--- src/terq_pkg.sv ---
// shared types and constants for the timed event release queue
package terq_pkg;

    localparam int MaxTriggers = 32;
    localparam int MaxUnits    = 16;
    localparam int PayloadBits = 32;
    localparam int TimeW       = 48;
    localparam int TrigIdxW    = $clog2(MaxTriggers);
    localparam int TrigCntW    = $clog2(MaxTriggers + 1);
    localparam int UnitIdxW    = $clog2(MaxUnits);
    localparam int UnitCntW    = $clog2(MaxUnits + 1);
    localparam logic [TimeW-1:0] TimeMax = {TimeW{1'b1}};
    localparam logic [15:0] TickReset = 16'd4267;

    localparam logic [1:0] OP_CLEAR   = 2'd0;
    localparam logic [1:0] OP_UNIT    = 2'd1;
    localparam logic [1:0] OP_TRIGGER = 2'd2;
    localparam logic [1:0] OP_ADVANCE = 2'd3;

    localparam logic [1:0] ST_RELEASED = 2'd0;
    localparam logic [1:0] ST_OK       = 2'd1;
    localparam logic [1:0] ST_ERROR    = 2'd2;
    localparam logic [1:0] ST_IGNORED  = 2'd3;

    localparam logic [1:0] REG_TICK  = 2'd0;
    localparam logic [1:0] REG_START = 2'd1;

    // controller to datapath
    typedef struct packed {
        logic capture;
        logic do_clear;
        logic do_fail;
        logic do_unit;
        logic do_insert;
        logic do_advance;
        logic rel_step;
        logic out_load;
        logic [1:0] out_status;
        logic out_last;
        logic out_release;
    } terq_cmd_t;

    // datapath to controller
    typedef struct packed {
        logic [1:0] op;
        logic load_fail;
        logic adv_ignore;
        logic rel_avail;
        logic rel_next;
    } terq_stat_t;

endpackage

--- src/terq_ctrl.sv ---
// sequencing of one item: decode, update, result handoff
module terq_ctrl
(
    input  logic                  clk,
    input  logic                  rst_n,
    input  logic                  in_valid,
    output logic                  in_stall,
    output logic                  out_valid,
    input  logic                  out_stall,
    input  terq_pkg::terq_stat_t  stat,
    output terq_pkg::terq_cmd_t   cmd
);

    typedef enum logic [1:0] {S_IDLE, S_EXEC, S_REL} state_t;

    state_t state_reg;
    logic   out_valid_reg;
    logic [5:0] n_reg;
    logic   out_free;

    assign out_free  = !out_valid_reg || !out_stall;
    assign out_valid = out_valid_reg;
    assign in_stall  = (state_reg != S_IDLE);

    always_comb
    begin
        cmd = '0;
        cmd.capture = (state_reg == S_IDLE) && in_valid;
        case (state_reg)
            S_EXEC:
            begin
                if (out_free)
                begin
                    cmd.out_load = 1'b1;
                    cmd.out_last = 1'b1;
                    cmd.out_status = terq_pkg::ST_OK;
                    case (stat.op)
                        terq_pkg::OP_CLEAR:
                            cmd.do_clear = 1'b1;
                        terq_pkg::OP_UNIT, terq_pkg::OP_TRIGGER:
                        begin
                            if (stat.load_fail)
                            begin
                                cmd.do_fail = 1'b1;
                                cmd.out_status = terq_pkg::ST_ERROR;
                            end
                            else if (stat.op == terq_pkg::OP_UNIT)
                                cmd.do_unit = 1'b1;
                            else
                                cmd.do_insert = 1'b1;
                        end
                        default:
                        begin
                            cmd.out_load = 1'b0;
                            if (stat.adv_ignore)
                            begin
                                cmd.out_load = 1'b1;
                                cmd.out_status = terq_pkg::ST_IGNORED;
                            end
                            else
                                cmd.do_advance = 1'b1;
                        end
                    endcase
                end
            end
            S_REL:
            begin
                if (out_free)
                begin
                    cmd.out_load = 1'b1;
                    if (stat.rel_avail && n_reg < 6'd32)
                    begin
                        cmd.out_release = 1'b1;
                        cmd.out_status = terq_pkg::ST_RELEASED;
                        cmd.rel_step = 1'b1;
                        // the next cell decides whether this transfer is the final one
                        cmd.out_last = !(stat.rel_next && n_reg < 6'd31);
                    end
                    else
                    begin
                        // first pass with nothing due gives a plain ok
                        cmd.out_status = terq_pkg::ST_OK;
                        cmd.out_last = 1'b1;
                    end
                end
            end
            default:
            begin
            end
        endcase
    end

    always_ff @(posedge clk or negedge rst_n)
    begin
        if (!rst_n)
        begin
            state_reg     <= S_IDLE;
            out_valid_reg <= 1'b0;
            n_reg         <= '0;
        end
        else
        begin
            if (out_valid_reg && !out_stall)
                out_valid_reg <= 1'b0;
            if (cmd.out_load)
                out_valid_reg <= 1'b1;
            case (state_reg)
                S_IDLE:
                    if (in_valid)
                        state_reg <= S_EXEC;
                S_EXEC:
                    if (out_free)
                    begin
                        n_reg <= '0;
                        state_reg <= cmd.do_advance ? S_REL : S_IDLE;
                    end
                S_REL:
                    if (out_free)
                    begin
                        if (cmd.rel_step)
                        begin
                            n_reg <= n_reg + 1'b1;
                            state_reg <= cmd.out_last ? S_IDLE : S_REL;
                        end
                        else
                            state_reg <= S_IDLE;
                    end
                default:
                    state_reg <= S_IDLE;
            endcase
        end
    end

endmodule

--- config.mk ---
export PLATFORM = sky130hd
export DESIGN_NAME = terq_ctrl
export DESIGN_NICKNAME = d
export VERILOG_FILES = /design/src/terq_pkg.sv /design/src/terq_ctrl.sv
export SDC_FILE = /design/constraint.sdc
export NUM_CORES = 1
export LEC_CHECK = 0
export ABC_CLOCK_PERIOD_IN_PS = 2470
export BUFFER_PORTS_ARGS = -buffer_cell sky130_fd_sc_hd__clkbuf_2
export CAP_MARGIN = 40
export CORE_MARGIN = 2
export CORE_UTILIZATION = 45
export CTS_CLUSTER_DIAMETER = 100
export CTS_CLUSTER_SIZE = 24
export DETAILED_ROUTE_END_ITERATION = 10
export PLACE_DENSITY = 0.78
export RECOVER_POWER = 100
export SLEW_MARGIN = 20
export SYNTH_ARGS = -nofsm -noshare
export SYNTH_HDL_FRONTEND = slang
export SYNTH_SLANG_ARGS = --single-unit
--- constraint.sdc ---
create_clock -name clk -period 2.47 [get_ports clk]
set_input_delay 0.3705 -clock clk [delete_from_list [all_inputs] [get_ports clk]]
set_output_delay 0.3705 -clock clk [all_outputs]
set_load 0.005 [all_outputs]
==> impl_results.html, run 1 <==
<table>
<tr><th>Metric</th><th>Value</th></tr>
<tr><th colspan="2">Run status</th></tr>
<tr><td>Run status</td><td>complete, no violations</td></tr>
<tr><th colspan="2">STA</th></tr>
<tr><td>Final TNS setup</td><td>0 ps</td></tr>
<tr><td>Fin. Hold Viols</td><td>0</td></tr>
<tr><td>Final period demand of the worst path</td><td>2147 ps</td></tr>
<tr><td>PnR worst setup slack</td><td>323.2 ps</td></tr>
<tr><td>Max Slew Vio Count</td><td>0</td></tr>
<tr><td>Layout Skew</td><td>1.763 ps</td></tr>
<tr><td>Final-report setup violation count</td><td>0</td></tr>
<tr><td>Worst-margin pin slew</td><td>465.6 ps</td></tr>
<tr><td>Tightest slew margin relative to the limit</td><td>68.96%</td></tr>
<tr><td>Final period utilization</td><td>86.91%</td></tr>
<tr><td>Max Freq</td><td>465.8 MHz</td></tr>
<tr><td>Unrepaired setup endpoints after global routing</td><td>no</td></tr>
<tr><th colspan="2">Floorplanning</th></tr>
<tr><td>Die outline area</td><td>2002 sq um</td></tr>
<tr><td>Initial Utilization</td><td>49.01%</td></tr>
<tr><td>I/O pin count</td><td>24</td></tr>
<tr><td>Core Box Area</td><td>1524 sq um</td></tr>
<tr><td>Horizontal die dimension</td><td>44.74 microns</td></tr>
<tr><td>Die height</td><td>44.74 microns</td></tr>
<tr><td>Rows</td><td>14</td></tr>
<tr><th colspan="2">Critical path</th></tr>
<tr><td>Bufs and invs on worst path</td><td>2</td></tr>
<tr><td>Beginning of the worst register-to-register path</td><td>state_reg[1]</td></tr>
<tr><td>Count of cells along the worst register-to-register path</td><td>6</td></tr>
<tr><td>Worst Path Arrival</td><td>1780 ps</td></tr>
<tr><td>Critical path capture point type</td><td>output port</td></tr>
<tr><td>Worst setup SP type</td><td>flop</td></tr>
<tr><td>Crit-path cells</td><td>inv_1, ha_1, and4bb_1, a211oi_1, clkbuf_2</td></tr>
<tr><td>CP required</td><td>2100 ps</td></tr>
<tr><td>Slowest cell on the critical path</td><td>sky130_fd_sc_hd__dfrtp_1</td></tr>
<tr><td>Crit Reg-Reg Endpoint</td><td>state_reg[1]</td></tr>
<tr><td>Family with the most delay on the worst path</td><td>flip-flops</td></tr>
<tr><td>Worst stage delay on the critical path</td><td>410 ps</td></tr>
<tr><td>Category of the most critical setup path</td><td>flop to output port</td></tr>
<tr><td>Maximum fanout along the worst path</td><td>7</td></tr>
<tr><td>Register-to-register path setup slack</td><td>710 ps</td></tr>
<tr><th colspan="2">Detailed routing</th></tr>
<tr><td>Residual antenna-violating net count after detailed routing</td><td>0</td></tr>
<tr><td>Post-detailed-routing wire length</td><td>1.615 mm</td></tr>
<tr><td>Via count</td><td>680</td></tr>
<tr><td>Avg Vias per Cell</td><td>5.574</td></tr>
<tr><td>Routed length per placed instance</td><td>13.24 microns</td></tr>
<tr><td>DRC errors left</td><td>0</td></tr>
<tr><td>Number of DRC violations after detailed-routing iteration 0</td><td>4</td></tr>
<tr><td>TritonRoute pass-1 iters</td><td>4</td></tr>
<tr><th colspan="2">Synthesis</th></tr>
<tr><td>Count of synthesis-stage warnings from yosys</td><td>0</td></tr>
<tr><td>Total of flip-flops plus latches after synthesis</td><td>9</td></tr>
<tr><td>Area fraction of the dominant cell type after synthesis</td><td>30.15%</td></tr>
<tr><td>Cell variety after synth</td><td>37</td></tr>
<tr><td>Synthesized net count</td><td>100</td></tr>
<tr><td>Sequential element share of the synthesized area</td><td>30.15%</td></tr>
<tr><td>Netlist area before placement</td><td>747.0 sq um</td></tr>
<tr><td>Post-synth top area cell</td><td>sky130_fd_sc_hd__dfrtp_1</td></tr>
<tr><td>Number of instances in the synthesized netlist</td><td>80</td></tr>
<tr><td>Top post-synthesis cells by area</td><td>sky130_fd_sc_hd__dfrtp_1 30%, sky130_fd_sc_hd__ha_1 17%, sky130_fd_sc_hd__nor2_1 4.5%</td></tr>
<tr><td>Mean instance size in the synthesized netlist</td><td>9.337 sq um</td></tr>
<tr><th colspan="2">Power</th></tr>
<tr><td>Maximum vdd drop</td><td>448.2 uV</td></tr>
<tr><td>Leakage</td><td>0.4594 nW</td></tr>
<tr><td>Power density cells</td><td>759.0 nW/um^2</td></tr>
<tr><th colspan="2">Global routing</th></tr>
<tr><td>Overall fraction of global-route tracks in use</td><td>18.92%</td></tr>
<tr><td>First-pass GRT wire length</td><td>2.725 mm</td></tr>
<tr><td>Vias in the first global route</td><td>656</td></tr>
<tr><td>Pin count of the biggest net entering global routing</td><td>10</td></tr>
<tr><td>Initial antenna violation count</td><td>0</td></tr>
<tr><td>Congestion Overflow GR</td><td>0</td></tr>
<tr><th colspan="2">Worst hold path</th></tr>
<tr><td>Hold Path Cell Cnt</td><td>4</td></tr>
<tr><td>Worst min path class</td><td>input port to flop</td></tr>
<tr><td>Worst hold endpoint</td><td>state_reg[1]</td></tr>
<tr><td>Hold wc startpoint</td><td>in_valid</td></tr>
<tr><th colspan="2">Clock network</th></tr>
<tr><td>Clk sinks</td><td>9</td></tr>
<tr><td>Clock latency reported for the late side of the worst-skew pair</td><td>250 ps</td></tr>
<tr><td>Maximum count of clock buffers along a single path</td><td>2</td></tr>
<tr><td>Clock slew at the register clock pins of the worst setup and hold paths</td><td>50 ps</td></tr>
<tr><td>Clock tree from TritonCTS</td><td>done</td></tr>
<tr><td>CTS Root Cell</td><td>sky130_fd_sc_hd__clkbuf_4</td></tr>
<tr><td>Number of hold buffers added after cts</td><td>1</td></tr>
<tr><td>Number of cells upsized or downsized after cts</td><td>0</td></tr>
<tr><td>Deepest level of the CTS H-tree</td><td>1</td></tr>
<tr><td>Clock buffer count from CTS</td><td>3</td></tr>
<tr><td>Setup fix buffers added after clock tree synthesis</td><td>0</td></tr>
<tr><th colspan="2">Place</th></tr>
<tr><td>Global placement routability congestion</td><td>0.7320</td></tr>
<tr><td>Placement-stage worst setup slack</td><td>690.3 ps</td></tr>
<tr><td>Instance area after placement</td><td>863.3 sq um</td></tr>
<tr><td>Port buffer count</td><td>23</td></tr>
<tr><td>Half-perimeter wire length after detailed placement</td><td>1.310 mm</td></tr>
<tr><th colspan="2">Final layout</th></tr>
<tr><td>Leading cell type in the layout, fill and taps excluded</td><td>sky130_fd_sc_hd__clkbuf_2</td></tr>
<tr><td>Max FFs per register</td><td>6</td></tr>
<tr><td>Layout cell share with drive strength beyond 1</td><td>24.53%</td></tr>
<tr><td>Summed area of non-filler cells in the final layout</td><td>883.3 sq um</td></tr>
<tr><td>Antenna fix cells</td><td>0</td></tr>
<tr><td>Area grow syn2layout</td><td>18.26%</td></tr>
<tr><td># nets final</td><td>127</td></tr>
<tr><td>Highest-count cells in the layout ignoring fill and taps</td><td>18 x sky130_fd_sc_hd__clkbuf_2, 10 x sky130_fd_sc_hd__ha_1, 9 x sky130_fd_sc_hd__nor2_1, 9 x sky130_fd_sc_hd__dfrtp_1, 7 x sky130_fd_sc_hd__inv_1</td></tr>
<tr><th colspan="2">Flow run</th></tr>
<tr><td>Number of maximum-capacitance violations</td><td>0</td></tr>
</table>
report_power, final:
group	switching [mW]	internal [mW]	total, mW
combinational	0.212	0.158	0.369
sequential	0.0217	0.171	0.193
clock	0.0465	0.0619	0.108
total	0.280	0.391	0.670
Yosys cell counts (all sizes together):
cell type	count
o31ai	2
a21oi	4
o21ai	3
nor2	9
nor4b	1
nand2	5
o32ai	1
and3b	1
buf	2
and2	2
nor2b	3
dfrtp	9
inv	7
mux2	2
ha	10
o211a	1
nand3	1
a22o	1
a21bo	1
nand4	1
o22ai	1
and4bb	1
nand3b	1
xnor2	1
o211ai	1
a211oi	1
o32a	1
nand2b	1
nor3b	2
xor2	1
a31o	1
and3	2
layout make-up:
cell class              instances  area (sq um)
inverters                       7         26.28
well taps                      16         20.02
repair buffers                 24         118.9
flip-flops and latches          9         225.2
multi-input cells              62         466.7
clock buffers                   4         26.28
fillers                       145         640.6
worst max-delay path by stage:
stage / slack (ps) / start / end / cells past startpoint
CTS: 410 / state_reg[1] / cmd[1] / 5
global placement: 730 / stat[4] / cmd[3] / 8
global route: 220 / state_reg[1] / cmd[1] / 5
floorplan: 850 / state_reg[0] / n_reg[5] / 7
finish: 320 / state_reg[1] / cmd[1] / 5
detailed placement: 690 / state_reg[0] / cmd[0] / 5
tightest hold or removal path: stages:
cell and delay [ps]:
sky130_fd_sc_hd__clkbuf_2 90, sky130_fd_sc_hd__o22ai_1 110, sky130_fd_sc_hd__nand2_1 90, sky130_fd_sc_hd__o31ai_1 60
kinds of logic after synthesis:
kind of cell / count (synthesis) / share of synthesized area [%]
simple gates: 30 / 23.28
mux: 2 / 3.015
xor+xnor: 2 / 2.345
fa+ha+maj: 10 / 16.75
flops: 9 / 30.15
buf+inv: 9 / 6.031
compound gates: 18 / 18.43
routing by layer:
metal  up-vias  global-route usage (%)  routed length (microns)
met1       329                   22.34                      713
met2        14                   29.86                      812
met3         4                   4.400                       64
met4         0                   13.94                       25
met5         -                       0                        0
li1        333                       -                        -
stage by stage:
step	total power, mW	util, %	hold WS, ps	cells
2_1_floorplan	0.4553	-	74.91	80
3_3_place_gp	0.5702	56.65	232.6	117
3_5_place_dp	0.5815	56.65	237.0	117
4_1_cts	0.6980	59.03	492.8	122
5_1_grt	0.7412	57.96	518.6	122
6_report	0.6705	57.96	509.8	122
Power figures use the tool's default switching activity.
==> run 2, diff against run 1 <==
--- a/config.mk
+++ b/config.mk
@@ -8,12 +8,14 @@
 export ABC_CLOCK_PERIOD_IN_PS = 2470
 export BUFFER_PORTS_ARGS = -buffer_cell sky130_fd_sc_hd__clkbuf_2
 export CAP_MARGIN = 40
+export CELL_PAD_IN_SITES_DETAIL_PLACEMENT = 0
+export CELL_PAD_IN_SITES_GLOBAL_PLACEMENT = 1
 export CORE_MARGIN = 2
-export CORE_UTILIZATION = 45
+export CORE_UTILIZATION = 39
 export CTS_CLUSTER_DIAMETER = 100
 export CTS_CLUSTER_SIZE = 24
 export DETAILED_ROUTE_END_ITERATION = 10
-export PLACE_DENSITY = 0.78
+export PLACE_DENSITY = 0.88
 export RECOVER_POWER = 100
 export SLEW_MARGIN = 20
 export SYNTH_ARGS = -nofsm -noshare
==> run 2 against run 1 <==
Effect of this change:
- count of clock-buffer cells in the layout did not move
- global-route usage fell by 1.7 points
- setup slack lost 52 ps
- worst hold slack got worse by 24 ps
- non-clock buffer count stayed put
==> impl_results.html, run 2 (synthesis gave the netlist of run 1 again) <==
<table>
<tr><th>Metric</th><th>Value</th></tr>
<tr><th colspan="2">Worst hold path</th></tr>
<tr><td>Worst hold endpoint</td><td>state_reg[1]</td></tr>
<tr><td>Hold wc startpoint</td><td>in_valid</td></tr>
<tr><td>Hold Path Cell Cnt</td><td>4</td></tr>
<tr><td>Worst min path class</td><td>input port to flop</td></tr>
<tr><th colspan="2">Power</th></tr>
<tr><td>Tot Pwr</td><td>0.6894 mW</td></tr>
<tr><td>Clock Power Share</td><td>17.7%</td></tr>
<tr><td>Internal power consumption</td><td>0.3950 mW</td></tr>
<tr><td>Combinational power share</td><td>54.4%</td></tr>
<tr><td>Switching component of the power</td><td>0.2944 mW</td></tr>
<tr><td>Power density cells</td><td>769.6 nW/um^2</td></tr>
<tr><td>Maximum vdd drop</td><td>375.4 uV</td></tr>
<tr><td>Switching power as a share of total power</td><td>42.71%</td></tr>
<tr><td>Part of the power in registers</td><td>27.9%</td></tr>
<tr><td>Leakage</td><td>0.4623 nW</td></tr>
<tr><th colspan="2">Final layout</th></tr>
<tr><td>Layout cell share with drive strength beyond 1</td><td>25.47%</td></tr>
<tr><td>Fillcell total</td><td>181</td></tr>
<tr><td># nets final</td><td>127</td></tr>
<tr><td>Final non-filler cell total</td><td>131</td></tr>
<tr><td>Antenna fix cells</td><td>0</td></tr>
<tr><td>Max FFs per register</td><td>6</td></tr>
<tr><td>Highest-count cells in the layout ignoring fill and taps</td><td>19 x sky130_fd_sc_hd__clkbuf_2, 10 x sky130_fd_sc_hd__ha_1, 9 x sky130_fd_sc_hd__nor2_1, 9 x sky130_fd_sc_hd__dfrtp_1, 7 x sky130_fd_sc_hd__inv_1</td></tr>
<tr><td>Area grow syn2layout</td><td>19.93%</td></tr>
<tr><td>Leading cell type in the layout, fill and taps excluded</td><td>sky130_fd_sc_hd__clkbuf_2</td></tr>
<tr><th colspan="2">Clock network</th></tr>
<tr><td>CTS Root Cell</td><td>sky130_fd_sc_hd__clkbuf_4</td></tr>
<tr><td>Clock latency reported for the late side of the worst-skew pair</td><td>270 ps</td></tr>
<tr><td>Clock buffer count from CTS</td><td>3</td></tr>
<tr><td>Deepest level of the CTS H-tree</td><td>1</td></tr>
<tr><td>Clk sinks</td><td>9</td></tr>
<tr><td>Clock slew at the register clock pins of the worst setup and hold paths</td><td>70 ps</td></tr>
<tr><td>Maximum count of clock buffers along a single path</td><td>2</td></tr>
<tr><td>Number of hold buffers added after cts</td><td>1</td></tr>
<tr><td>Clock tree from TritonCTS</td><td>done</td></tr>
<tr><td>Number of cells upsized or downsized after cts</td><td>0</td></tr>
<tr><td>Setup fix buffers added after clock tree synthesis</td><td>0</td></tr>
<tr><th colspan="2">Detailed routing</th></tr>
<tr><td>TritonRoute pass-1 iters</td><td>1</td></tr>
<tr><td>Number of DRC violations after detailed-routing iteration 0</td><td>0</td></tr>
<tr><td>Residual antenna-violating net count after detailed routing</td><td>0</td></tr>
<tr><td>DRC errors left</td><td>0</td></tr>
<tr><td>Post-detailed-routing wire length</td><td>1.628 mm</td></tr>
<tr><td>Via count</td><td>656</td></tr>
<tr><td>Routed length per placed instance</td><td>12.43 microns</td></tr>
<tr><td>Avg Vias per Cell</td><td>5.008</td></tr>
<tr><th colspan="2">STA</th></tr>
<tr><td>Final period demand of the worst path</td><td>2199 ps</td></tr>
<tr><td>Tightest slew margin relative to the limit</td><td>64.26%</td></tr>
<tr><td>Final period utilization</td><td>89.02%</td></tr>
<tr><td>Final TNS setup</td><td>0 ps</td></tr>
<tr><td>Layout Skew</td><td>8.095 ps</td></tr>
<tr><td>Final-report setup violation count</td><td>0</td></tr>
<tr><td>Fin. Hold Viols</td><td>0</td></tr>
<tr><td>Unrepaired setup endpoints after global routing</td><td>no</td></tr>
<tr><td>Max Freq</td><td>454.8 MHz</td></tr>
<tr><td>Max Slew Vio Count</td><td>0</td></tr>
<tr><td>Worst-margin pin slew</td><td>536.1 ps</td></tr>
<tr><th colspan="2">Floorplanning</th></tr>
<tr><td>Die outline area</td><td>2282 sq um</td></tr>
<tr><td>I/O pin count</td><td>24</td></tr>
<tr><td>Core Box Area</td><td>1764 sq um</td></tr>
<tr><td>Die height</td><td>47.77 microns</td></tr>
<tr><td>Rows</td><td>15</td></tr>
<tr><td>Initial Utilization</td><td>42.34%</td></tr>
<tr><td>Horizontal die dimension</td><td>47.77 microns</td></tr>
<tr><th colspan="2">Place</th></tr>
<tr><td>Half-perimeter wire length after detailed placement</td><td>1.256 mm</td></tr>
<tr><td>Number of placed instances with taps included</td><td>126</td></tr>
<tr><td>Global placement routability congestion</td><td>0.8382</td></tr>
<tr><td>Port buffer count</td><td>23</td></tr>
<tr><th colspan="2">Critical path</th></tr>
<tr><td>Family with the most delay on the worst path</td><td>flip-flops</td></tr>
<tr><td>CP required</td><td>2100 ps</td></tr>
<tr><td>Slowest cell on the critical path</td><td>sky130_fd_sc_hd__dfrtp_1</td></tr>
<tr><td>Category of the most critical setup path</td><td>flop to output port</td></tr>
<tr><td>Worst stage delay on the critical path</td><td>420 ps</td></tr>
<tr><td>Maximum fanout along the worst path</td><td>7</td></tr>
<tr><td>Critical path capture point type</td><td>output port</td></tr>
<tr><td>Count of cells along the worst register-to-register path</td><td>6</td></tr>
<tr><td>Worst setup SP type</td><td>flop</td></tr>
<tr><td>Register-to-register path setup slack</td><td>690 ps</td></tr>
<tr><td>Bufs and invs on worst path</td><td>2</td></tr>
<tr><td>Beginning of the worst register-to-register path</td><td>state_reg[0]</td></tr>
<tr><td>CP Launch Point</td><td>state_reg[1]</td></tr>
<tr><td>Crit Reg-Reg Endpoint</td><td>n_reg[4]</td></tr>
<tr><td>Crit-path cells</td><td>inv_1, ha_1, and4bb_1, a211oi_1, clkbuf_2</td></tr>
<tr><td>Worst Path Arrival</td><td>1830 ps</td></tr>
<tr><th colspan="2">Run status</th></tr>
<tr><td>Run status</td><td>complete, no violations</td></tr>
<tr><th colspan="2">Global routing</th></tr>
<tr><td>Overall fraction of global-route tracks in use</td><td>17.23%</td></tr>
<tr><td>Initial antenna violation count</td><td>0</td></tr>
<tr><td>Congestion Overflow GR</td><td>0</td></tr>
<tr><td>First-pass GRT wire length</td><td>2.608 mm</td></tr>
<tr><td>Vias in the first global route</td><td>632</td></tr>
<tr><td>Pin count of the biggest net entering global routing</td><td>10</td></tr>
<tr><th colspan="2">Flow run</th></tr>
<tr><td>Number of maximum-capacitance violations</td><td>0</td></tr>
</table>
==> run 2: final cells by class <==
type                            instances  area [sq um]  area share (%)
Tap cell                               25         31.28           3.492
Clock buffer                            4         26.28           2.933
Sequential cell                         9         225.2           25.14
Timing Repair Buffer                   24         120.1           13.41
Multi-Input combinational cell         62         466.7           52.10
Inverter                                7         26.28           2.933
==> run 2: power groups by stage <==
| stage | registers, mW | clock network, mW | logic [mW] |
|---|---|---|---|
| global placement | 0.193 | 0 | 0.385 |
| global route | 0.197 | 0.132 | 0.416 |
| floorplan | 0.192 | 0 | 0.263 |
| finish | 0.192 | 0.122 | 0.375 |
| CTS | 0.193 | 0.125 | 0.391 |
| detailed placement | 0.195 | 0 | 0.386 |
==> run 2: metal layers <==
metal | GRT usage (%) | vias up | wire [microns]
li1 | - | 337 | -
met1 | 20.92 | 294 | 774
met2 | 27.47 | 21 | 711
met3 | 3.396 | 4 | 91
met4 | 11.35 | 0 | 50
met5 | 0 | - | 0
==> run 2: worst max-delay path by stage <==
stage	to	depth (start not counted)
final	cmd[1]	5
after global routing	cmd[1]	5
after CTS	cmd[7]	5
after detailed placement	cmd[7]	5
after global placement	cmd[7]	5
after floorplan	n_reg[5]	7
==> run 2: per-stage QoR <==
| stage | hold WS (ps) | cell area [sq um] | util, % | worst slack, ps |
|---|---|---|---|---|
| finish | 486.0 | 895.9 | 50.78 | 271.2 |
| global route | 517.4 | 895.9 | 50.78 | 142.5 |
| CTS | 492.1 | 910.9 | 51.63 | 321.9 |
| detailed placement | 250.7 | 874.6 | 49.57 | 641.4 |
| global placement | 243.3 | 874.6 | 49.57 | 659.3 |
| floorplan | 74.91 | 747.0 | - | 849.8 |
==> run 2: tightest hold or removal path, cell delays in order <==
cell,delay [ps]
sky130_fd_sc_hd__clkbuf_2,90
sky130_fd_sc_hd__o22ai_1,110
sky130_fd_sc_hd__nand2_1,90
sky130_fd_sc_hd__o31ai_1,60
